File: config.mk
export PLATFORM = sky130hd
export DESIGN_NAME = arm_instruction_class_decoder_core
export DESIGN_NICKNAME = d
export VERILOG_FILES = /design/src/hdl/aicd_pkg.sv /design/src/hdl/arm_instruction_class_decoder_core.sv
export SDC_FILE = /design/constraint.sdc
export NUM_CORES = 1
export LEC_CHECK = 0
export BUFFER_PORTS_ARGS = -buffer_cell sky130_fd_sc_hd__buf_2
export CAP_MARGIN = 20
export CORE_ASPECT_RATIO = 1.1
export CORE_MARGIN = 3
export CORE_UTILIZATION = 58
export CTS_BUF_LIST = sky130_fd_sc_hd__clkbuf_8 sky130_fd_sc_hd__clkbuf_16
export DETAILED_ROUTE_END_ITERATION = 12
export PLACE_DENSITY_LB_ADDON = 0.1
export SYNTH_ARGS = -nofsm -noshare
export SYNTH_HDL_FRONTEND = slang
export SYNTH_SLANG_ARGS = --single-unit
File: constraint.sdc
create_clock -name clk -period 6.3 [get_ports clk]
set_input_delay 0.315 -clock clk [delete_from_list [all_inputs] [get_ports clk]]
set_output_delay 0.315 -clock clk [all_outputs]
set_load 0.02 [all_outputs]
File: src/hdl/aicd_pkg.sv
// Package for the ARM instruction class decoder.
// Holds the mask/expected class table, its size and the result index width.
// No dependencies.
package aicd_pkg;

  localparam int CLASS_COUNT = 90;
  localparam int IDX_W       = 7;
  localparam int INSTR_W     = 32;

  typedef struct packed {
    logic [INSTR_W-1:0] mask;
    logic [INSTR_W-1:0] expect_val;
  } pattern_t;

  // Class table in priority order: the earliest matching entry wins
  localparam pattern_t CLASS_TABLE [CLASS_COUNT] = '{
    // branches: BL, BLX(2), BX
    '{32'h0e000000, 32'h0a000000}, '{32'h0ffffff0, 32'h012fff30},
    '{32'h0ffffff0, 32'h012fff10},
    // multiplies
    '{32'h0fe000f0, 32'h00200090}, '{32'h0fe0f0f0, 32'h00000090},
    '{32'h0ff00090, 32'h01000080}, '{32'h0ff0f0d0, 32'h0700f010},
    '{32'h0ff000d0, 32'h07000010}, '{32'h0fe000f0, 32'h00e00090},
    '{32'h0ff00090, 32'h01400080}, '{32'h0ff000d0, 32'h07400010},
    '{32'h0ff000b0, 32'h01200080}, '{32'h0ff0f0d0, 32'h0700f050},
    '{32'h0ff000d0, 32'h07000050}, '{32'h0ff000d0, 32'h07400050},
    '{32'h0ff0f0d0, 32'h0750f010}, '{32'h0ff000d0, 32'h07500010},
    '{32'h0ff000d0, 32'h075000d0}, '{32'h0ff0f090, 32'h01600080},
    '{32'h0fe000f0, 32'h00c00090}, '{32'h0ff0f0b0, 32'h012000a0},
    '{32'h0ff000f0, 32'h00400090}, '{32'h0fe000f0, 32'h00a00090},
    '{32'h0fe000f0, 32'h00800090},
    // sign and zero extends
    '{32'h0fff03f0, 32'h068f0070}, '{32'h0ff003f0, 32'h06800070},
    '{32'h0fff03f0, 32'h06af0070}, '{32'h0ff003f0, 32'h06a00070},
    '{32'h0fff03f0, 32'h06bf0070}, '{32'h0ff003f0, 32'h06b00070},
    '{32'h0fff03f0, 32'h06cf0070}, '{32'h0ff003f0, 32'h06c00070},
    '{32'h0fff03f0, 32'h06ef0070}, '{32'h0ff003f0, 32'h06e00070},
    '{32'h0fff03f0, 32'h06ff0070}, '{32'h0ff003f0, 32'h06f00070},
    // loads and stores
    '{32'h0d700000, 32'h04300000}, '{32'h0c500000, 32'h04100000},
    '{32'h0d700000, 32'h04700000}, '{32'h0c500000, 32'h04500000},
    '{32'h0e1000f0, 32'h000000d0}, '{32'h0ff00fff, 32'h01900f9f},
    '{32'h0e1000f0, 32'h001000b0}, '{32'h0e1000f0, 32'h001000d0},
    '{32'h0e1000f0, 32'h001000f0}, '{32'h0d700000, 32'h04200000},
    '{32'h0c500000, 32'h04000000}, '{32'h0c700000, 32'h04600000},
    '{32'h0c500000, 32'h04400000}, '{32'h0e1000f0, 32'h000000f0},
    '{32'h0ff00ff0, 32'h01800f90}, '{32'h0e1000f0, 32'h000000b0},
    // data processing
    '{32'h0de00000, 32'h00a00000}, '{32'h0de00000, 32'h00800000},
    '{32'h0de00000, 32'h00000000}, '{32'h0de00000, 32'h01c00000},
    '{32'h0df0f000, 32'h01700000}, '{32'h0df0f000, 32'h01500000},
    '{32'h0de00000, 32'h00200000}, '{32'h0de00000, 32'h01a00000},
    '{32'h0de00000, 32'h01e00000}, '{32'h0de00000, 32'h01800000},
    '{32'h0de00000, 32'h00600000}, '{32'h0de00000, 32'h00e00000},
    '{32'h0de00000, 32'h00c00000}, '{32'h0de00000, 32'h00400000},
    '{32'h0df0f000, 32'h01300000}, '{32'h0df00000, 32'h01100000},
    // CLZ and semaphores
    '{32'h0fff0ff0, 32'h016f0f10}, '{32'h0ff00ff0, 32'h01400090},
    '{32'h0ff00ff0, 32'h01000090},
    // coprocessor
    '{32'h0ff00000, 32'h0c500000}, '{32'h0f000010, 32'h0e000000},
    '{32'h0e100000, 32'h0c100000}, '{32'h0f100010, 32'h0e000010},
    '{32'h0ff00000, 32'h0c400000}, '{32'h0f100010, 32'h0e100010},
    '{32'h0e100000, 32'h0c000000},
    // status register access
    '{32'h0fbf0fff, 32'h010f0000}, '{32'h0fa0f000, 32'h0320f000},
    '{32'h0fa0fff0, 32'h0120f000}, '{32'hfff1fd20, 32'hf1000000},
    '{32'hfffffdff, 32'hf1010000},
    // load and store multiple
    '{32'h0e500000, 32'h08100000}, '{32'h0e708000, 32'h08500000},
    '{32'h0e508000, 32'h08508000}, '{32'h0e500000, 32'h08000000},
    '{32'h0e700000, 32'h08400000},
    // exception generating: BKPT, SWI
    '{32'hfff000f0, 32'he1200070}, '{32'h0f000000, 32'h0f000000}
  };

endpackage

File: src/hdl/arm_instruction_class_decoder_core.sv
// ARM instruction class decoder: input register, table match and priority
// encode, result register. Depends on aicd_pkg.
//
// An accepted instruction passes through the input register and then the
// result register, where the result can be taken.
// Throughput: one item per cycle while out_stall is low, as the match and
// priority encode between the two registers are combinational.
// Reset (rst, synchronous) clears both stage valid flags; no item survives.
module arm_instruction_class_decoder_core (
  input  logic                        clk,
  input  logic                        rst,
  input  logic                        in_valid,
  output logic                        in_stall,
  input  logic [aicd_pkg::INSTR_W-1:0] instruction,
  output logic                        out_valid,
  input  logic                        out_stall,
  output logic                        hit,
  output logic [aicd_pkg::IDX_W-1:0]  class_index
);
  import aicd_pkg::*;

  logic               in_reg_valid;
  logic [INSTR_W-1:0] in_reg_instr;
  logic               out_load;
  logic               in_load;
  logic               hit_next;
  logic [IDX_W-1:0]   class_index_next;

  // Advance the result stage when it is empty or being taken
  assign out_load = !out_valid || !out_stall;
  // Take a new item when the input stage is empty or moving on
  assign in_load  = !in_reg_valid || out_load;
  assign in_stall = !in_load;

  // Input stage
  always_ff @(posedge clk) begin
    if (rst) begin
      in_reg_valid <= 1'b0;
    end else if (in_load) begin
      in_reg_valid <= in_valid;
    end
    if (in_load && in_valid) begin
      in_reg_instr <= instruction;
    end
  end

  // Match every entry, lowest index wins
  always_comb begin
    hit_next         = 1'b0;
    class_index_next = '0;
    for (int i = CLASS_COUNT - 1; i >= 0; i--) begin
      if ((in_reg_instr & CLASS_TABLE[i].mask) == CLASS_TABLE[i].expect_val) begin
        hit_next         = 1'b1;
        class_index_next = IDX_W'(i);
      end
    end
  end

  // Result stage
  always_ff @(posedge clk) begin
    if (rst) begin
      out_valid <= 1'b0;
    end else if (out_load) begin
      out_valid <= in_reg_valid;
    end
    if (out_load && in_reg_valid) begin
      hit         <= hit_next;
      class_index <= class_index_next;
    end
  end

  // A miss always reports class zero
  assert property (@(posedge clk) disable iff (rst)
    (out_valid && !hit) |-> (class_index == '0))
    else $error("miss with non-zero class index");

  // A hit never points past the table
  assert property (@(posedge clk) disable iff (rst)
    (out_valid && hit) |-> (class_index < IDX_W'(CLASS_COUNT)))
    else $error("class index beyond table");

  // Input is held off only when both stages are full and the output is blocked
  assert property (@(posedge clk) disable iff (rst)
    in_stall |-> (in_reg_valid && out_valid && out_stall))
    else $error("input stalled with room in the pipeline");

  // Reset leaves no result pending
  assert property (@(posedge clk)
    rst |=> (!out_valid && !in_reg_valid))
    else $error("valid flag set after reset");

endmodule
# Word-level counts from Yosys, hierarchy flattened
# Cells that the tools add are included.
# Widths: inputs -> output; s select.
# totals
ff_bits	42
in_bits	36
out_inout_bits	10
# op_classes
eq_ne	89
muxes	90
n_reduce_logical	16
# ops
op	count
$mux 6	32
$mux 7	26
$eq 18x17->1 const B	6
$reduce_or 89->1	1
$eq 14x13->1 const B	6
$mux 5	16
$eq 11x10->1 const B	6
$reduce_or 64->1	1
$eq 16x13->1 const B	3
$eq 24x21->1 const B	2
$eq 15x14->1 const B	3
$eq 11x7->1 const B	4
$eq 20x17->1 const B	2
$eq 11x9->1 const B	3
$logic_not 32->1	1
$mux 4	8
$reduce_or 32->1	1
$eq 31x31->1 const B	1
$eq 6x3->1 const B	4
$eq 6x4->1 const B	4
$eq 6x6->1 const B	4
$eq 8x4->1 const B	3
$eq 8x5->1 const B	3
$eq 23x20->1 const B	1
other kinds (32)	54

# Logic depth before layout (Yosys ltp)
# Gate-level depths: netlist of run 1.
# logic_depth
depth_word	90
depth_mapped	11
depth_no_buf	8

# Worst setup path after synthesis of run 1
# Ideal clock, no wire load.
# synth_path
path_kind	reg-to-reg
startpoint	register in_reg_instr[26]
endpoint	register class_index[3] (netlist bit) (data pin)
arrival_time_ns	2.528
required_ns	6.041
slack_ns	3.513
stages_incl_launch_ff	9
n_path_buf	1
path_cell_list	edfxtp_1 -> or4b_4 -> buf_6 -> or4_4 -> or3_4 -> and2_4 -> o211ai_2 -> a21oi_1 -> o31a_1
# synth_via
elab_chain_len	83
# synth_rtl
item	line	rtl
from (decl)	arm_instruction_class_decoder_core.sv:23	logic [INSTR_W-1:0] in_reg_instr;
from (signal assigned)	arm_instruction_class_decoder_core.sv:43	in_reg_instr <= instruction;
$eq 4x4->1	arm_instruction_class_decoder_core.sv:52	if ((in_reg_instr & CLASS_TABLE[i].mask) == CLASS_TABLE[i].expect_val) begin
$mux 7 (26 in a row)	arm_instruction_class_decoder_core.sv:52	
$mux 6 (32 in a row)	arm_instruction_class_decoder_core.sv:52	
$mux 5 (16 in a row)	arm_instruction_class_decoder_core.sv:52	
$mux 4 (8 in a row)	arm_instruction_class_decoder_core.sv:52	
to (signal assigned)	arm_instruction_class_decoder_core.sv:68	class_index <= class_index_next;
to (decl)	arm_instruction_class_decoder_core.sv:18	output logic [aicd_pkg::IDX_W-1:0] class_index
# Several ways; a longest one is shown, not always the timed one.
# A chain may end at the register's enable or synchronous reset.

# Worst setup path after layout of run 1
# layout_path
startpoint	register in_reg_instr[24]
endpoint	register class_index[1] (netlist bit) (data pin)
# layout_via
elab_chain_len	88
# layout_rtl
item	line
$eq 16x16->1	arm_instruction_class_decoder_core.sv:52
$mux 7 (25 in a row)	arm_instruction_class_decoder_core.sv:52
$mux 6 (32 in a row)	arm_instruction_class_decoder_core.sv:52
$mux 5 (16 in a row)	arm_instruction_class_decoder_core.sv:52
$mux 4 (8 in a row)	arm_instruction_class_decoder_core.sv:52
$mux 3 (4 in a row)	arm_instruction_class_decoder_core.sv:52
$mux 2 (2 in a row)	arm_instruction_class_decoder_core.sv:52
# Several ways; a longest one is shown, not always the timed one.

==> metrics, run 1 <==
Leak=between 1 and 1.5 nW; DRT Pass-1 Iters=7; status=finished clean; Startpoint Class=flip-flop; most used cell, CP=nor3_1; PnR worst setup slack=2.94 ns; Critical path buffers and inverters=0; Row Count=28; Max IR drop VDD=about 280 uV; Num CTS Buffers=5; Worst setup EP type=flip-flop; commonest non-fill, non-tap cell in the layout=buf_2; Comb pwr share=a little under a fifth; Post-Synth Adder-Cell Area=0%; Yosys Warn Count=0; largest family of logic cells by synthesized area=simple AND/OR/NAND/NOR gates; FF/Latch Area=0.00124 sq mm; fin crit share=between 50% and 60%; most frequent cells in the layout=buf_2, edfxtp_1, nand2_1; WS Path Type=flip-flop to flip-flop; Worst EP required=roughly 6.4 ns; CTS root buf=clkbuf_8; clk sinks=42; worst path cell trace=or4b_4 > or4_4 > nor3_1 > nor3_1 > a211oi_1 > nor2_1 > nand3_1 > a21oi_1; Async SR Flop Fraction=0%; part of the power in registers=52.8%; Total Routing Usage GR=around a third; Post-CTS Resized=0; port bufs=45; Worst-Skew Late Latency=about 0.30 ns; register area share after synthesis=a little under two fifths; final setup vio count=0; Max stage delay on crit path=roughly 0.83 ns; Ports=between 40 and 50; post-layout util=about two thirds; largest net degree at the start of global routing=38; Max Fclk=~0.30 GHz; Syn Nets=430; fin nets=between 400 and 500; Compound-Gate Fraction of Synth Area=21.4%; grt ovf=0; Antenna Nets Post-Route=0; Clock Power Share=between 20% and 30%; number of global-route vias before repair=~3,400; peak fanout along the critical path=25; Synth cell types=67; xor and xnor area share after synthesis=0.263%; Max Root-Sink Buffers=2; HPWL Detailed=roughly 8000 microns; first-pass GRT wire length=17,200 microns; crit-path leading delay family=simple AND/OR/NAND/NOR gates; syn_area_per_cell=roughly 8.5 sq um; min cycle time layout=roughly 3.4 ns; antenna cell count=0; Setup Buffers After CTS=0; Area Overhead vs Synth=10.2%; worst slew pin tran=0.998 ns; core area=about 0.0055 sq mm; Hold Violations, Final=0; EDFF count, synth=40; multiplexer area fraction after synthesis=0%; Die H=about 86 microns; Hold Buf Count CTS=0; die footprint=0.00670 sq mm; Seq cells post-synth=42; initial antenna violation count=0; Synth Area in Simple Gates=36.9%; clock-pin slew on the worst setup and hold paths=around 0.090 ns; Final Max Slew Viols=0; Mapped Cells=just under 400; worst hold path class=input port to flip-flop; width of the die=between 70 and 80 microns; Crit path arrival time=~3.4 ns; Net Sw Frac=between 30% and 40%; Initial Utilization=around three fifths; DRT Wirelength=10,900 microns; CTS H-Tree Depth=2; DRC Markers=0; sw power=about 0.20 mW; Placed Area=0.00358 sq mm; synthesized area=0.00333 sq mm; slew margin rel.=approximately 33%; Multi-input gate area=about 0.0020 sq mm; RSZ-0062 raised after global routing=false; GP Congestion=approximately 1.2; Setup WS pre-CTS=3.04 ns; Design Area, Final=0.00367 sq mm; vias post-DR=around 3,700; CTS tree=yes; ys flop type=edfxtp_1; layout cell share with drive strength beyond 1=approximately 17%; Setup TNS Final=0 ns; Worst Clk Skew=0.00549 ns; drt initial violations=just under 700; DR vias/cell=roughly 7.3; Pint=between 0.4 and 0.5 mW; Power per Cell Area=approximately 180 mW/mm^2; Fillers=~470; Critical Path Slowest Stage Cell=edfxtp_1; max-cap violation count=0; routed len/inst=approximately 22 microns
## path summary, 6_finish.rpt
path	slack [ns]	cells past startpoint	startpoint	to
max	2.94	8	in_reg_instr[24]$_DFFE_PP_	class_index[1]$_SDFFCE_PP0P_
min	0.17	2	rst	out_valid$_SDFFE_PP0P_
max reg2reg	2.94	8	in_reg_instr[24]$_DFFE_PP_	class_index[1]$_SDFFCE_PP0P_
min reg2reg	0.50	2	in_reg_valid$_SDFFE_PP0N_	out_valid$_SDFFE_PP0P_
## power by group through the flow
stage / clock, mW / sequential, mW / combinational, mW
detailed placement: 0 / 0.353 / 0.118
global placement: 0 / 0.351 / 0.118
floorplan: 0 / 0.346 / 0.0831
CTS: 0.188 / 0.346 / 0.119
finish: 0.186 / 0.348 / 0.124
global route: 0.197 / 0.350 / 0.133
## cell usage after synthesis, drive strengths merged, types with 3 or more instances
cell type	n	area share, %
inv	6	0.68
nor2b	10	1.9
a31oi	6	1.1
o211ai	8	2.0
nor4b	4	1.2
o22ai	5	0.94
or4	10	2.4
clkbuf	25	2.8
a21boi	4	0.90
or2	3	0.56
nor2	36	4.1
o311ai	3	0.79
nand2b	13	2.4
a21oi	19	2.9
edfxtp	40	36
nand3	10	1.5
or3	9	1.8
nand4	11	2.1
and2	7	1.4
and3	6	1.1
o21ai	18	2.7
or4b	6	1.9
a2111oi	3	0.98
a211oi	6	1.4
o21bai	3	0.68
nor3	20	3.0
o31a	3	0.79
nand2	38	4.3
a21o	5	1.1
nor3b	5	1.1
nor4	16	3.2
## kinds of logic (layout without fill, tap and decap cells)
logic type	Yosys count	count (layout)
flip-flops	42	42
XOR/XNOR	1	1
AO/OA/AOI/OAI	103	103
AND/OR/NAND/NOR	215	215
buffers and inverters	33	64
## sequential cells by signal, indices dropped and copies added (netlist names)
register	flops
class_index	7
hit	1
in_reg_instr	32
in_reg_valid	1
out_valid	1
## area by class of cell
type / instances / area share, %
Timing Repair Buffer: 50 / 7.15
Clock inverter: 3 / 0.783
Inverter: 6 / 0.613
Tap cell: 75 / 2.55
Multi-Input combinational cell: 319 / 53.3
Clock buffer: 5 / 1.87
Sequential cell: 42 / 33.8
## routing by layer
metal	part of all wire, %	track usage, %	vias to the layer above
li1	-	-	1600
met3	13	7.04	100
met1	35	39.1	1589
met2	45	54.0	371
met4	7.5	20.2	0
met5	0	0	-
## stage by stage
step                hold WS, ns  total power [mW]  std cells
floorplan                 0.387             0.429        394
global placement          0.453             0.470        492
detailed placement        0.488             0.471        492
CTS                       0.174             0.654        500
global route              0.174             0.679        500
finish                    0.175             0.658        500
(Power assumes the default switching activity.)
==> run 2: changes to the inputs <==
==> constraint.sdc (replaced) <==
create_clock -name clk -period 3.26 [get_ports clk]
set_input_delay 0.163 -clock clk [delete_from_list [all_inputs] [get_ports clk]]
set_output_delay 0.163 -clock clk [all_outputs]
set_load 0.02 [all_outputs]
==> run 2 against run 1 <==
Compared with the run above: core utilization increased by 3.9 points; routed wire length increased by 7.5%; flip-flop and latch count unchanged; clock power increased by 82%; final area increased by 5.9%; power increased by 94%; critical path depth increased by 1.
==> metrics, run 2 (synthesis gave the netlist of run 1 again) <==
Row Count=28; number of global-route vias before repair=around 3,600; max-cap violation count=0; Placed Area=roughly 0.0038 sq mm; Reg with most FFs=in_reg_instr; Leak=around 1.4 nW; largest net degree at the start of global routing=33; initial antenna violation count=0; Critical Path Slowest Stage Cell=edfxtp_1; Startpoint Class=flip-flop; Antenna Nets Post-Route=0; final setup vio count=0; Power Total=1.28 mW; die footprint=~0.0067 sq mm; layout cell share with drive strength beyond 1=between 20% and 30%; DRT Wirelength=between 10,000 and 15,000 microns; Max Fclk=around 0.32 GHz; Critical path buffers and inverters=1; Final Max Slew Viols=0; fin crit share=roughly 96%; Setup Buffers After CTS=0; Max stage delay on crit path=about 0.5 ns; Worst-Skew Late Latency=about 0.31 ns; Num CTS Buffers=5; vias post-DR=roughly 3,900; routed len/inst=between 20 and 25 microns; CTS root buf=clkbuf_8; CTS H-Tree Depth=2; drt initial violations=666; Hold Violations, Final=0; min cycle time layout=~3.1 ns; Worst EP required=roughly 3.3 ns; max reg flops=32; Setup TNS Final=0 ns; Max IR drop VDD=359 uV; worst hold path class=input port to flip-flop; Power per Cell Area=around 330 mW/mm^2; width of the die=roughly 80 microns; GP Congestion=~1.1; grt ovf=0; Ports=46; Max Root-Sink Buffers=2; Worst Clk Skew=between 0.01 and 0.015 ns; CTS tree=yes; DRC Markers=0; status=finished clean; Crit path arrival time=around 3.2 ns; Post-CTS Resized=0; commonest non-fill, non-tap cell in the layout=buf_2; most frequent cells in the layout=buf_2, edfxtp_1, nand2_1; Design Area, Final=0.00389 sq mm; Worst setup EP type=flip-flop; RSZ-0062 raised after global routing=false; clock-pin slew on the worst setup and hold paths=approximately 0.090 ns; Die H=85.5 microns; clk sinks=between 40 and 50; worst slew pin tran=about 0.86 ns; first-pass GRT wire length=18,300 microns; DRT Pass-1 Iters=6; port bufs=45; crit-path leading delay family=simple AND/OR/NAND/NOR gates; Initial Utilization=between 60% and 70%; fin nets=just under 500; WS Path Type=flip-flop to flip-flop; peak fanout along the critical path=10; core area=~0.0055 sq mm; DR vias/cell=between 7 and 8; Hold WS=about 0.027 ns; worst path cell trace=buf_4 > and3b_1 > and4_1 > o21bai_1 > a211oi_1 > nor3b_1 > nand2_1 > a2111oi_0 > nand2_1; Hold Buf Count CTS=0; antenna cell count=0; most used cell, CP=nand2_1; biggest regs=in_reg_instr: 32 flops, class_index: 7 flops; Total Routing Usage GR=~36%; HPWL Detailed=8800 microns; slew margin rel.=a little over two fifths; Area Overhead vs Synth=16.7%
==> run 2: cell types whose count changed in the layout (fill, tap and decap cells not counted) <==
cell and change:
inv_6 -1, clkinvlp_4 +1, clkinv_2 +1, buf_4 +29, inv_8 -1, clkbuf_2 +1
==> run 2: routing by layer <==
layer  vias up  GRT usage (%)  wire length (microns)
li1       1655              -                      -
met1      1725           43.5                   4110
met2       367           56.5                   5220
met3       108           7.98                   1500
met4         0           24.2                    856
met5         -              0                      0
==> run 2: area by class of cell <==
cell class                 instances  area (sq um)
clock buffer                       5          68.8
fill                             443          1580
multi-input combinational        319          1960
timing repair buffer              80           485
sequential                        42          1240
tap                               75          93.8
inverter                           6          22.5
clock inverter                     3          21.3
==> run 2: path summary, 6_finish.rpt <==
kind / startpoint / to / slack [ns] / depth (start not counted)
max: in_reg_instr[26]$_DFFE_PP_ / hit$_SDFFCE_PP1P_ / 0.12 / 9
min: instruction[9] / in_reg_instr[9]$_DFFE_PP_ / 0.03 / 1
min reg2reg: in_reg_valid$_SDFFE_PP0N_ / out_valid$_SDFFE_PP0P_ / 0.48 / 2
max reg2reg: in_reg_instr[26]$_DFFE_PP_ / hit$_SDFFCE_PP1P_ / 0.12 / 9
==> run 2: power breakdown <==
group | internal (mW) | leakage (nW) | total [mW] | switching, mW
logic | 0.109 | 0.990 | 0.280 | 0.171
clock network | 0.150 | 0.0441 | 0.339 | 0.188
registers | 0.630 | 0.405 | 0.661 | 0.0303
total | 0.889 | 1.44 | 1.28 | 0.390
==> run 2: stage by stage <==
stage	util [%]	instances	setup slack [ns]
detailed placement	69.4	521	0.241
finish	71.2	530	0.124
floorplan	-	394	0.473
CTS	71.1	529	0.231
global route	71.2	530	0.0451
global placement	69.4	521	0.298
